[src/rtl/tsa_pkg.sv]
// tsa_pkg: shared types and constants for the typematic step accelerator
// used by tsa_cfg_regs, tsa_ctrl, tsa_datapath and the top level
package tsa_pkg;

  localparam int unsigned CfgIdxW = 3;

  localparam logic [CfgIdxW-1:0] CFG_MIN_TAPS       = 3'd0;
  localparam logic [CfgIdxW-1:0] CFG_REPRESS_WINDOW = 3'd1;
  localparam logic [CfgIdxW-1:0] CFG_HOLD_WINDOW    = 3'd2;
  localparam logic [CfgIdxW-1:0] CFG_HOLD_PERIOD    = 3'd3;
  localparam logic [CfgIdxW-1:0] CFG_HOLD_MAX       = 3'd4;
  localparam logic [CfgIdxW-1:0] CFG_REPRESS_PERIOD = 3'd5;
  localparam logic [CfgIdxW-1:0] CFG_REPRESS_MAX    = 3'd6;

  localparam logic [7:0]  RST_MIN_TAPS       = 8'd2;
  localparam logic [15:0] RST_REPRESS_WINDOW = 16'd500;
  localparam logic [15:0] RST_HOLD_WINDOW    = 16'd100;
  localparam logic [15:0] RST_HOLD_PERIOD    = 16'd1000;
  localparam logic [7:0]  RST_HOLD_MAX       = 8'd20;
  localparam logic [15:0] RST_REPRESS_PERIOD = 16'd1000;
  localparam logic [7:0]  RST_REPRESS_MAX    = 8'd10;

  localparam logic [7:0] TAP_SAT = 8'd255;

  typedef struct packed {
    logic [7:0]  min_taps;
    logic [15:0] repress_window;
    logic [15:0] hold_window;
    logic [15:0] hold_period;
    logic [7:0]  hold_max;
    logic [15:0] repress_period;
    logic [7:0]  repress_max;
  } cfg_t;

  typedef enum logic [1:0] {
    ST_IDLE,
    ST_DIV,
    ST_DONE
  } state_e;

  typedef enum logic [1:0] {
    MODE_HOLD,
    MODE_REPRESS,
    MODE_RESTART
  } mode_e;

  typedef struct packed {
    logic load;
    logic iter;
    logic finish;
  } cmd_t;

  typedef struct packed {
    logic out_valid;
  } status_t;

endpackage

[src/rtl/tsa_cfg_regs.sv]
// tsa_cfg_regs: configuration register file of the step accelerator
// depends on tsa_pkg for register indexes, reset values and cfg_t
module tsa_cfg_regs (
  input  logic                         clk_i,
  input  logic                         rst_ni,
  input  logic                         wr_en_i,
  input  logic [tsa_pkg::CfgIdxW-1:0]  wr_index_i,
  input  logic [15:0]                  wr_data_i,
  output tsa_pkg::cfg_t                cfg_o
);

  tsa_pkg::cfg_t cfg_q, cfg_d;

  always_comb begin
    cfg_d = cfg_q;
    if (wr_en_i) begin
      case (wr_index_i)
        tsa_pkg::CFG_MIN_TAPS:       cfg_d.min_taps       = wr_data_i[7:0];
        tsa_pkg::CFG_REPRESS_WINDOW: cfg_d.repress_window = wr_data_i;
        tsa_pkg::CFG_HOLD_WINDOW:    cfg_d.hold_window    = wr_data_i;
        tsa_pkg::CFG_HOLD_PERIOD:    cfg_d.hold_period    = wr_data_i;
        tsa_pkg::CFG_HOLD_MAX:       cfg_d.hold_max       = wr_data_i[7:0];
        tsa_pkg::CFG_REPRESS_PERIOD: cfg_d.repress_period = wr_data_i;
        tsa_pkg::CFG_REPRESS_MAX:    cfg_d.repress_max    = wr_data_i[7:0];
        default: ;
      endcase
    end
  end

  always_ff @(posedge clk_i or negedge rst_ni) begin
    if (!rst_ni) begin
      cfg_q.min_taps       <= tsa_pkg::RST_MIN_TAPS;
      cfg_q.repress_window <= tsa_pkg::RST_REPRESS_WINDOW;
      cfg_q.hold_window    <= tsa_pkg::RST_HOLD_WINDOW;
      cfg_q.hold_period    <= tsa_pkg::RST_HOLD_PERIOD;
      cfg_q.hold_max       <= tsa_pkg::RST_HOLD_MAX;
      cfg_q.repress_period <= tsa_pkg::RST_REPRESS_PERIOD;
      cfg_q.repress_max    <= tsa_pkg::RST_REPRESS_MAX;
    end else begin
      cfg_q <= cfg_d;
    end
  end

  assign cfg_o = cfg_q;

endmodule

[src/rtl/tsa_ctrl.sv]
// tsa_ctrl: sequencer of the step accelerator, counts divider iterations
// depends on tsa_pkg for state_e, cmd_t and status_t
module tsa_ctrl #(
  parameter int unsigned TIME_BITS = 32
) (
  input  logic              clk_i,
  input  logic              rst_ni,
  input  logic              in_valid_i,
  output logic              in_ready_o,
  input  logic              out_ready_i,
  input  tsa_pkg::status_t  status_i,
  output tsa_pkg::cmd_t     cmd_o
);

  localparam int unsigned CntW = $clog2(TIME_BITS);

  tsa_pkg::state_e state_q, state_d;
  logic [CntW-1:0] cnt_q, cnt_d;

  always_comb begin
    state_d    = state_q;
    cnt_d      = cnt_q;
    cmd_o      = '0;
    in_ready_o = 1'b0;
    case (state_q)
      tsa_pkg::ST_IDLE: begin
        in_ready_o = 1'b1;
        if (in_valid_i) begin
          cmd_o.load = 1'b1;
          cnt_d      = CntW'(TIME_BITS - 1);
          state_d    = tsa_pkg::ST_DIV;
        end
      end
      tsa_pkg::ST_DIV: begin
        cmd_o.iter = 1'b1;
        cnt_d      = cnt_q - 1'b1;
        if (cnt_q == '0) begin
          state_d = tsa_pkg::ST_DONE;
        end
      end
      tsa_pkg::ST_DONE: begin
        if (!status_i.out_valid || out_ready_i) begin
          cmd_o.finish = 1'b1;
          state_d      = tsa_pkg::ST_IDLE;
        end
      end
      default: begin
        state_d = tsa_pkg::ST_IDLE;
      end
    endcase
  end

  always_ff @(posedge clk_i or negedge rst_ni) begin
    if (!rst_ni) begin
      state_q <= tsa_pkg::ST_IDLE;
      cnt_q   <= '0;
    end else begin
      state_q <= state_d;
      cnt_q   <= cnt_d;
    end
  end

  a_load_starts_div: assert property (@(posedge clk_i) disable iff (!rst_ni)
    cmd_o.load |=> state_q == tsa_pkg::ST_DIV && cnt_q == CntW'(TIME_BITS - 1))
    else $error("load did not start the divider");

  a_div_runs_out: assert property (@(posedge clk_i) disable iff (!rst_ni)
    state_q == tsa_pkg::ST_DIV && cnt_q != '0 |=> state_q == tsa_pkg::ST_DIV)
    else $error("divider left before its last iteration");

  a_finish_no_overwrite: assert property (@(posedge clk_i) disable iff (!rst_ni)
    cmd_o.finish |-> !status_i.out_valid || out_ready_i)
    else $error("finish would overwrite a pending result");

endmodule

[src/rtl/tsa_datapath.sv]
// tsa_datapath: press state, window classification, bit-serial divider and
// result register; depends on tsa_pkg for cfg_t, cmd_t, status_t and mode_e
module tsa_datapath #(
  parameter int unsigned TIME_BITS = 32,
  parameter int unsigned ID_BITS   = 16
) (
  input  logic                 clk_i,
  input  logic                 rst_ni,
  input  tsa_pkg::cfg_t        cfg_i,
  input  tsa_pkg::cmd_t        cmd_i,
  output tsa_pkg::status_t     status_o,
  input  logic [TIME_BITS-1:0] now_ms_i,
  input  logic [ID_BITS-1:0]   target_id_i,
  output logic                 out_valid_o,
  input  logic                 out_ready_i,
  output logic [7:0]           step_count_o
);

  logic [TIME_BITS-1:0] prev_press_q, prev_press_d;
  logic [TIME_BITS-1:0] burst_q, burst_d;
  logic [7:0]           tap_q, tap_d;
  logic [ID_BITS-1:0]   prev_target_q, prev_target_d;

  tsa_pkg::mode_e       mode_q, mode_d;
  logic [15:0]          div_q, div_d;
  logic [7:0]           max_q, max_d;
  logic [TIME_BITS-1:0] dvd_q, dvd_d;
  logic [15:0]          rem_q, rem_d;

  logic                 out_valid_q, out_valid_d;
  logic [7:0]           step_q, step_d;

  logic                 same_target;
  logic [TIME_BITS-1:0] eff_prev, eff_burst, last_gap, first_gap;
  logic [7:0]           eff_tap;
  logic                 in_repress, in_hold, restart;
  logic [16:0]          rem_sh;
  logic                 q_bit;
  logic                 sat;

  // press classification on the accepted word
  always_comb begin
    same_target = (target_id_i == prev_target_q);
    eff_prev    = same_target ? prev_press_q : '0;
    eff_burst   = same_target ? burst_q : '0;
    eff_tap     = same_target ? tap_q : '0;
    last_gap    = now_ms_i - eff_prev;
    first_gap   = now_ms_i - eff_burst;
    in_repress  = last_gap < TIME_BITS'(cfg_i.repress_window);
    in_hold     = last_gap < TIME_BITS'(cfg_i.hold_window);
    restart     = !in_hold && !in_repress;
  end

  // one restoring division step
  always_comb begin
    rem_sh = {rem_q, dvd_q[TIME_BITS-1]};
    q_bit  = rem_sh >= {1'b0, div_q};
  end

  assign sat = dvd_q >= TIME_BITS'(max_q);

  always_comb begin
    prev_press_d  = prev_press_q;
    burst_d       = burst_q;
    tap_d         = tap_q;
    prev_target_d = prev_target_q;
    mode_d        = mode_q;
    div_d         = div_q;
    max_d         = max_q;
    dvd_d         = dvd_q;
    rem_d         = rem_q;
    out_valid_d   = out_valid_q;
    step_d        = step_q;

    if (out_valid_q && out_ready_i) begin
      out_valid_d = 1'b0;
    end

    if (cmd_i.load) begin
      prev_press_d  = now_ms_i;
      prev_target_d = target_id_i;
      if (restart || (in_repress && eff_tap < cfg_i.min_taps)) begin
        burst_d = now_ms_i;
      end else begin
        burst_d = eff_burst;
      end
      if (restart) begin
        tap_d = 8'd1;
      end else if (eff_tap == tsa_pkg::TAP_SAT) begin
        tap_d = tsa_pkg::TAP_SAT;
      end else begin
        tap_d = eff_tap + 8'd1;
      end
      if (in_hold) begin
        mode_d = tsa_pkg::MODE_HOLD;
        div_d  = cfg_i.hold_period;
        max_d  = cfg_i.hold_max;
      end else if (in_repress) begin
        mode_d = tsa_pkg::MODE_REPRESS;
        div_d  = cfg_i.repress_period;
        max_d  = cfg_i.repress_max;
      end else begin
        mode_d = tsa_pkg::MODE_RESTART;
        div_d  = cfg_i.repress_period;
        max_d  = cfg_i.repress_max;
      end
      dvd_d = first_gap;
      rem_d = '0;
    end

    if (cmd_i.iter) begin
      rem_d = q_bit ? 16'(rem_sh - {1'b0, div_q}) : rem_sh[15:0];
      dvd_d = {dvd_q[TIME_BITS-2:0], q_bit};
    end

    // a zero period yields an all-ones quotient, so outside restart mode it saturates here
    if (cmd_i.finish) begin
      out_valid_d = 1'b1;
      if (mode_q == tsa_pkg::MODE_RESTART) begin
        step_d = 8'd1;
      end else if (sat) begin
        step_d = max_q;
      end else begin
        step_d = dvd_q[7:0] + 8'd1;
      end
    end
  end

  always_ff @(posedge clk_i or negedge rst_ni) begin
    if (!rst_ni) begin
      prev_press_q  <= '0;
      burst_q       <= '0;
      tap_q         <= '0;
      prev_target_q <= '0;
      out_valid_q   <= 1'b0;
      mode_q        <= tsa_pkg::MODE_RESTART;
    end else begin
      prev_press_q  <= prev_press_d;
      burst_q       <= burst_d;
      tap_q         <= tap_d;
      prev_target_q <= prev_target_d;
      out_valid_q   <= out_valid_d;
      mode_q        <= mode_d;
    end
  end

  always_ff @(posedge clk_i) begin
    div_q  <= div_d;
    max_q  <= max_d;
    dvd_q  <= dvd_d;
    rem_q  <= rem_d;
    step_q <= step_d;
  end

  assign status_o.out_valid = out_valid_q;
  assign out_valid_o        = out_valid_q;
  assign step_count_o       = step_q;

  a_tap_nonzero: assert property (@(posedge clk_i) disable iff (!rst_ni)
    cmd_i.load |=> tap_q != 8'd0)
    else $error("tap count zero after a press");

  a_target_stored: assert property (@(posedge clk_i) disable iff (!rst_ni)
    cmd_i.load |=> prev_target_q == $past(target_id_i) && prev_press_q == $past(now_ms_i))
    else $error("press state not stored");

  a_result_held: assert property (@(posedge clk_i) disable iff (!rst_ni)
    out_valid_q && !out_ready_i |=> out_valid_q && $stable(step_q))
    else $error("pending result dropped or changed");

endmodule

[src/rtl/typematic_step_accelerator_core.sv]
// typematic_step_accelerator_core: top level of the key repeat step accelerator
// depends on tsa_pkg, tsa_cfg_regs, tsa_ctrl and tsa_datapath
//
// Each accepted word is one key or button press (timestamp and target id) and
// yields one step size. The press is classified in the cycle it is accepted,
// then it passes the bit-serial divider, which produces one quotient bit per
// cycle, and the step is saturated and registered when no earlier result is
// pending or that one is being taken. A new press is taken only once the last
// one is done. The input side is ready again as soon as the result is
// registered, even while that result still waits to be taken. Configuration
// writes are taken every cycle and must only be issued while no press is in
// flight.
module typematic_step_accelerator_core #(
  parameter int unsigned TIME_BITS = 32,
  parameter int unsigned ID_BITS   = 16
) (
  input  logic                         clk_i,
  input  logic                         rst_ni,
  input  logic                         in_valid_i,
  output logic                         in_ready_o,
  input  logic [TIME_BITS-1:0]         now_ms_i,
  input  logic [ID_BITS-1:0]           target_id_i,
  output logic                         out_valid_o,
  input  logic                         out_ready_i,
  output logic [7:0]                   step_count_o,
  input  logic                         cfg_valid_i,
  output logic                         cfg_ready_o,
  input  logic [tsa_pkg::CfgIdxW-1:0]  cfg_index_i,
  input  logic [15:0]                  cfg_data_i
);

  tsa_pkg::cfg_t    cfg;
  tsa_pkg::cmd_t    cmd;
  tsa_pkg::status_t status;

  assign cfg_ready_o = 1'b1;

  tsa_cfg_regs u_cfg_regs (
    .clk_i      (clk_i),
    .rst_ni     (rst_ni),
    .wr_en_i    (cfg_valid_i & cfg_ready_o),
    .wr_index_i (cfg_index_i),
    .wr_data_i  (cfg_data_i),
    .cfg_o      (cfg)
  );

  tsa_ctrl #(
    .TIME_BITS (TIME_BITS)
  ) u_ctrl (
    .clk_i       (clk_i),
    .rst_ni      (rst_ni),
    .in_valid_i  (in_valid_i),
    .in_ready_o  (in_ready_o),
    .out_ready_i (out_ready_i),
    .status_i    (status),
    .cmd_o       (cmd)
  );

  tsa_datapath #(
    .TIME_BITS (TIME_BITS),
    .ID_BITS   (ID_BITS)
  ) u_datapath (
    .clk_i        (clk_i),
    .rst_ni       (rst_ni),
    .cfg_i        (cfg),
    .cmd_i        (cmd),
    .status_o     (status),
    .now_ms_i     (now_ms_i),
    .target_id_i  (target_id_i),
    .out_valid_o  (out_valid_o),
    .out_ready_i  (out_ready_i),
    .step_count_o (step_count_o)
  );

endmodule
[config.mk]
export PLATFORM = sky130hd
export DESIGN_NAME = typematic_step_accelerator_core
export DESIGN_NICKNAME = d
export VERILOG_FILES = /design/src/rtl/tsa_pkg.sv /design/src/rtl/tsa_cfg_regs.sv /design/src/rtl/tsa_ctrl.sv /design/src/rtl/tsa_datapath.sv /design/src/rtl/typematic_step_accelerator_core.sv
export SDC_FILE = /design/constraint.sdc
export NUM_CORES = 1
export LEC_CHECK = 0
export BUFFER_PORTS_ARGS = -buffer_cell sky130_fd_sc_hd__buf_2
export CORE_MARGIN = 2
export CORE_UTILIZATION = 39
export DETAILED_ROUTE_END_ITERATION = 12
export SYNTH_ARGS = -nofsm -noshare
export SYNTH_HDL_FRONTEND = slang
export SYNTH_SLANG_ARGS = --single-unit
[constraint.sdc]
create_clock -name clk_i -period 5.7 [get_ports clk_i]
set_clock_uncertainty 0.15 [all_clocks]
set_input_delay 0.285 -clock clk_i [delete_from_list [all_inputs] [get_ports clk_i]]
set_output_delay 0.285 -clock clk_i [all_outputs]
set_load 0.01 [all_outputs]
==> impl_summary.log <==
[metrics] CTS max path bufs: 3
[metrics] Detail Route Antenna Nets: 0
[metrics] wire length of the first global-routing pass: 67,700 microns
[metrics] arrival time of data at the critical path endpoint: 5550 ps
[metrics] launching element type of the critical path: flip-flop
[metrics] Mapped Avg Cell Area: approximately 9.4 sq um
[metrics] number of CTS-inserted buffers: 31
[metrics] ratio of routed vias to standard cells: ~5.4
[metrics] standard-cell rows: 75
[metrics] Die Height: 209 microns
[metrics] power density over the cells: 394 nW/um^2
[metrics] proportion of power drawn by the clock network: between 20% and 30%
[metrics] commonest register cell after synthesis: sky130_fd_sc_hd__dfrtp_1
[metrics] half-perimeter wire length after detailed placement: between 20,000 and 30,000 microns
[metrics] horizontal die dimension: 209 microns
[metrics] Post-layout nets: 2,089
[metrics] maximum vdd drop: between 0.0002 and 0.00025 V
[metrics] Final Max Tran Viols: 0
[metrics] net count of the mapped netlist: 1,940
[metrics] largest fanout on the critical path: 22
[metrics] vias in the first global route: 13,000
[metrics] Routability Congestion: 0.888
[metrics] area of all placed cells without fillers: 19,400 sq um
[metrics] share of cells above drive strength 1: ~15%
[metrics] number of clock sinks: 266
[metrics] Yosys cell types: 73
[metrics] Final setup violation count: 0
[metrics] crit share post-route: 94.2%
[metrics] Cell Count, Final, Fillers Out: 2,449
[metrics] fraction of the yosys area taken by sequential cells: 43.2%
[metrics] Area after DPL: 17,600 sq um
[metrics] library cell used as clock root buffer: sky130_fd_sc_hd__clkbuf_16
[metrics] required time reported for the critical path endpoint: 5880 ps
[metrics] Min Hold Slack: 99.5 ps
[metrics] clock latency on the worst-skew pair: 580 ps
[metrics] total global routing overflow: 0
[metrics] DP Cell Count: 2,320
[metrics] leakage: 8.47 nW
[metrics] net switching power: 2.60 mW
[metrics] via count: 13,100
[metrics] outcome: complete, no violations
[metrics] maximum level of the CTS H-tree: 1
[metrics] number of search-and-repair iterations in the first detailed-routing pass: 5
[metrics] accumulated negative setup slack: 0 ps
[metrics] Post-synth EDFFs: 80
[metrics] setup repair after global routing missed its margin: no
[metrics] capturing element type of the critical path: flip-flop
[metrics] number of antenna violations at the first check in global routing: 1
[metrics] post-synthesis to final-layout area growth: 18.4%
[metrics] Async S/R FF share, synth: 69.9%
[metrics] count of unresolved DRC violations after routing: 0
[metrics] internal power contribution: 5.06 mW
[metrics] pin count of the biggest net entering global routing: 70
[metrics] clock slew seen by the registers of the worst setup and hold paths: roughly 60 ps
[metrics] number of port buffers: 81
[metrics] switching part of the total: 33.9%
[metrics] summed instance area of the synthesized netlist: 16,400 sq um
[metrics] Max-Cap Viols: 0
[metrics] Crit-path slowest cell: sky130_fd_sc_hd__or4b_1
[metrics] CTS tree: yes
[metrics] Relative slew margins: 20.4%
[metrics] Syn Inst Count: 1,736
[metrics] maximum single-stage delay on the critical path: around 590 ps
[metrics] number of DRC markers in iteration 0: 728
[metrics] final core utilization: 46.5%
[metrics] initial core utilization: 39.3%
[metrics] fmax: 186 MHz
[metrics] Slew @ Worst Pin: about 1200 ps
[metrics] Gate power share: 31.6%
[metrics] crit path kind: flip-flop to flip-flop
[metrics] IO Pins: 83
[metrics] Total Routed Length: 41,500 microns
[metrics] Cell Chain, Critical Path: xnor2_1 > nand4_1 > nor4_4 > buf_6 > buf_12 > nand2_1 > ha_1 > a21o_1 > or4b_1 > o31ai_4 > o21ai_2 > a221oi_2 > mux2i_1 > nand4_1 > nor4_4 > buf_4 > and3_4 > clkbuf_16 > mux2_1
[metrics] sequential fraction of design power: 41.5%
[metrics] total die area: 43,700 sq um
[metrics] total of flip-flops plus latches after synthesis: 266
[metrics] WL per Instance: 16.9 microns
[metrics] class of the worst hold path: input pin to asynchronous set/reset pin
[metrics] core outline area: 41,800 sq um
[metrics] global-route usage over all layers: 19.0%
[metrics] Min Clock Period, post-route: 5370 ps
[metrics] final hold viol count: 0
[metrics] yosys warns: 0
layout make-up:
class	instances	area [sq um]
clock buffer	42	910
clock inverter	15	159
antenna	1	2.50
timing repair buffer	187	1460
sequential	266	7090
tap	539	674
fill	3850	22300
multi-input combinational	1308	8780
inverter	91	342
worst paths after layout:
path	start	end	slack [ps]	cells after the start
min in group clk_i	cfg_index_i[0]	u_cfg_regs.cfg_o[81]	140	5
max in group asynchronous	rst_ni	u_cfg_regs.cfg_o[42]	4030	3
max	u_datapath.prev_target_q[1]	u_datapath.max_q[5]	330	19
min reg2reg	u_datapath.prev_press_q[0]	u_datapath.prev_press_q[0]	330	2
max reg2reg	u_datapath.prev_target_q[1]	u_datapath.max_q[5]	330	19
min	rst_ni	u_ctrl.cnt_q[1]	100	2
critical path, delay by kind of cell, from the launching register on:
family,cells,cell delay [ps]
AND/OR/NAND/NOR,7,1800
buffers and inverters,4,720
multiplexers,2,550
flip-flops,1,390
AO/OA/AOI/OAI,4,960
XOR/XNOR,1,170
adder cells (fa/ha/maj),1,370
stage by stage:
stage               power (mW)  worst slack [ps]
floorplan                 4.89              44.2
global placement          5.50               178
detailed placement        5.58               143
CTS                       7.72               112
global route              8.22              1.81
finish                    7.66               329
cells by family (layout without fill, tap and decap cells):
group           Yosys count  after routing  synth area share (%)
buf+inv                 162            335                  3.95
mux                      82             82                  5.58
other cells               1              2                0.0229
xor+xnor                 77             77                  4.11
compound gates          402            402                  15.8
flops                   266            266                  43.2
simple gates            614            614                  17.1
fa+ha+maj               132            132                  10.2
registers in the layout (all words and copies together) (netlist names), 5 cells and up:
name	count
u_datapath.tap_q	8
u_datapath.step_count_o	8
u_datapath.burst_q	32
u_datapath.prev_press_q	32
u_datapath.div_q	16
u_ctrl.cnt_q	5
u_datapath.dvd_q	32
u_datapath.rem_q	16
u_datapath.prev_target_q	16
u_cfg_regs.cfg_o	88
u_datapath.max_q	8
routing by layer:
layer | GRT usage, % | vias up | share of wire [%] | wire, microns
met4 | 6.70 | 0 | 3.1 | 1300
li1 | - | 6467 | - | -
met3 | 2.42 | 77 | 4.2 | 1730
met5 | 0 | - | 0 | 0
met2 | 31.3 | 271 | 46 | 19000
met1 | 25.8 | 6290 | 47 | 19500
cells in the mapped netlist (all sizes together), types with 13 or more instances:
master	instances	share of area [%]
nand2	322	7.4
dfrtp	159	24
ha	129	9.8
o21ai	107	3.3
a21oi	105	3.3
inv	91	2.1
nor2	85	1.9
edfxtp	80	15
mux2	76	5.2
xnor2	52	2.8
clkbuf	49	1.1
nand3	38	1.2
nand2b	34	1.3
a22o	31	1.7
a21o	28	1.3
dfstp	27	4.3
a211oi	26	1.2
xor2	25	1.3
nand4	23	0.88
buf	22	0.75
nor2b	22	0.84
nor3	21	0.64
o31ai	17	0.81
a31oi	13	0.50
and2	13	0.50
what timing repair did:
item / CTS / global route
setup endpoints to repair: 0 / 65
endpoints found under the hold margin: 218 / 0
gates resized for setup: 0 / 16
setup buffers: 0 / 3
hold buffers: 66 / 0
power groups by stage:
stage / logic (mW) / clock network (mW) / registers, mW
final: 2.42 / 2.06 / 3.17
after CTS: 2.44 / 2.11 / 3.17
after detailed placement: 2.38 / 0 / 3.20
after global routing: 2.78 / 2.19 / 3.25
after floorplan: 1.81 / 0 / 3.08
after global placement: 2.32 / 0 / 3.18
layout by cell type (no fill, tap or decap), types with 12 or more instances in the layout:
cell                            count
sky130_fd_sc_hd__dfrtp_1          159
sky130_fd_sc_hd__ha_1             128
sky130_fd_sc_hd__dlygate4sd3_1     66
sky130_fd_sc_hd__inv_1             90
sky130_fd_sc_hd__nand3_1           38
sky130_fd_sc_hd__o21ai_0          100
sky130_fd_sc_hd__and2_1            13
sky130_fd_sc_hd__a31oi_1           12
sky130_fd_sc_hd__clkbuf_16         35
sky130_fd_sc_hd__edfxtp_1          80
sky130_fd_sc_hd__nand2_1          320
sky130_fd_sc_hd__a21o_1            28
sky130_fd_sc_hd__nor2_1            85
sky130_fd_sc_hd__buf_2             80
sky130_fd_sc_hd__nor3_1            20
sky130_fd_sc_hd__mux2_2            52
sky130_fd_sc_hd__a21oi_1           99
sky130_fd_sc_hd__nand2b_1          33
sky130_fd_sc_hd__a22o_1            31
sky130_fd_sc_hd__o31ai_1           16
sky130_fd_sc_hd__nor2b_1           21
sky130_fd_sc_hd__a211oi_1          24
sky130_fd_sc_hd__mux2_1            24
sky130_fd_sc_hd__buf_4             33
sky130_fd_sc_hd__xnor2_1           52
sky130_fd_sc_hd__xor2_1            24
sky130_fd_sc_hd__nand4_1           23
sky130_fd_sc_hd__dfstp_2           27
Power figures use the tool's default switching activity.
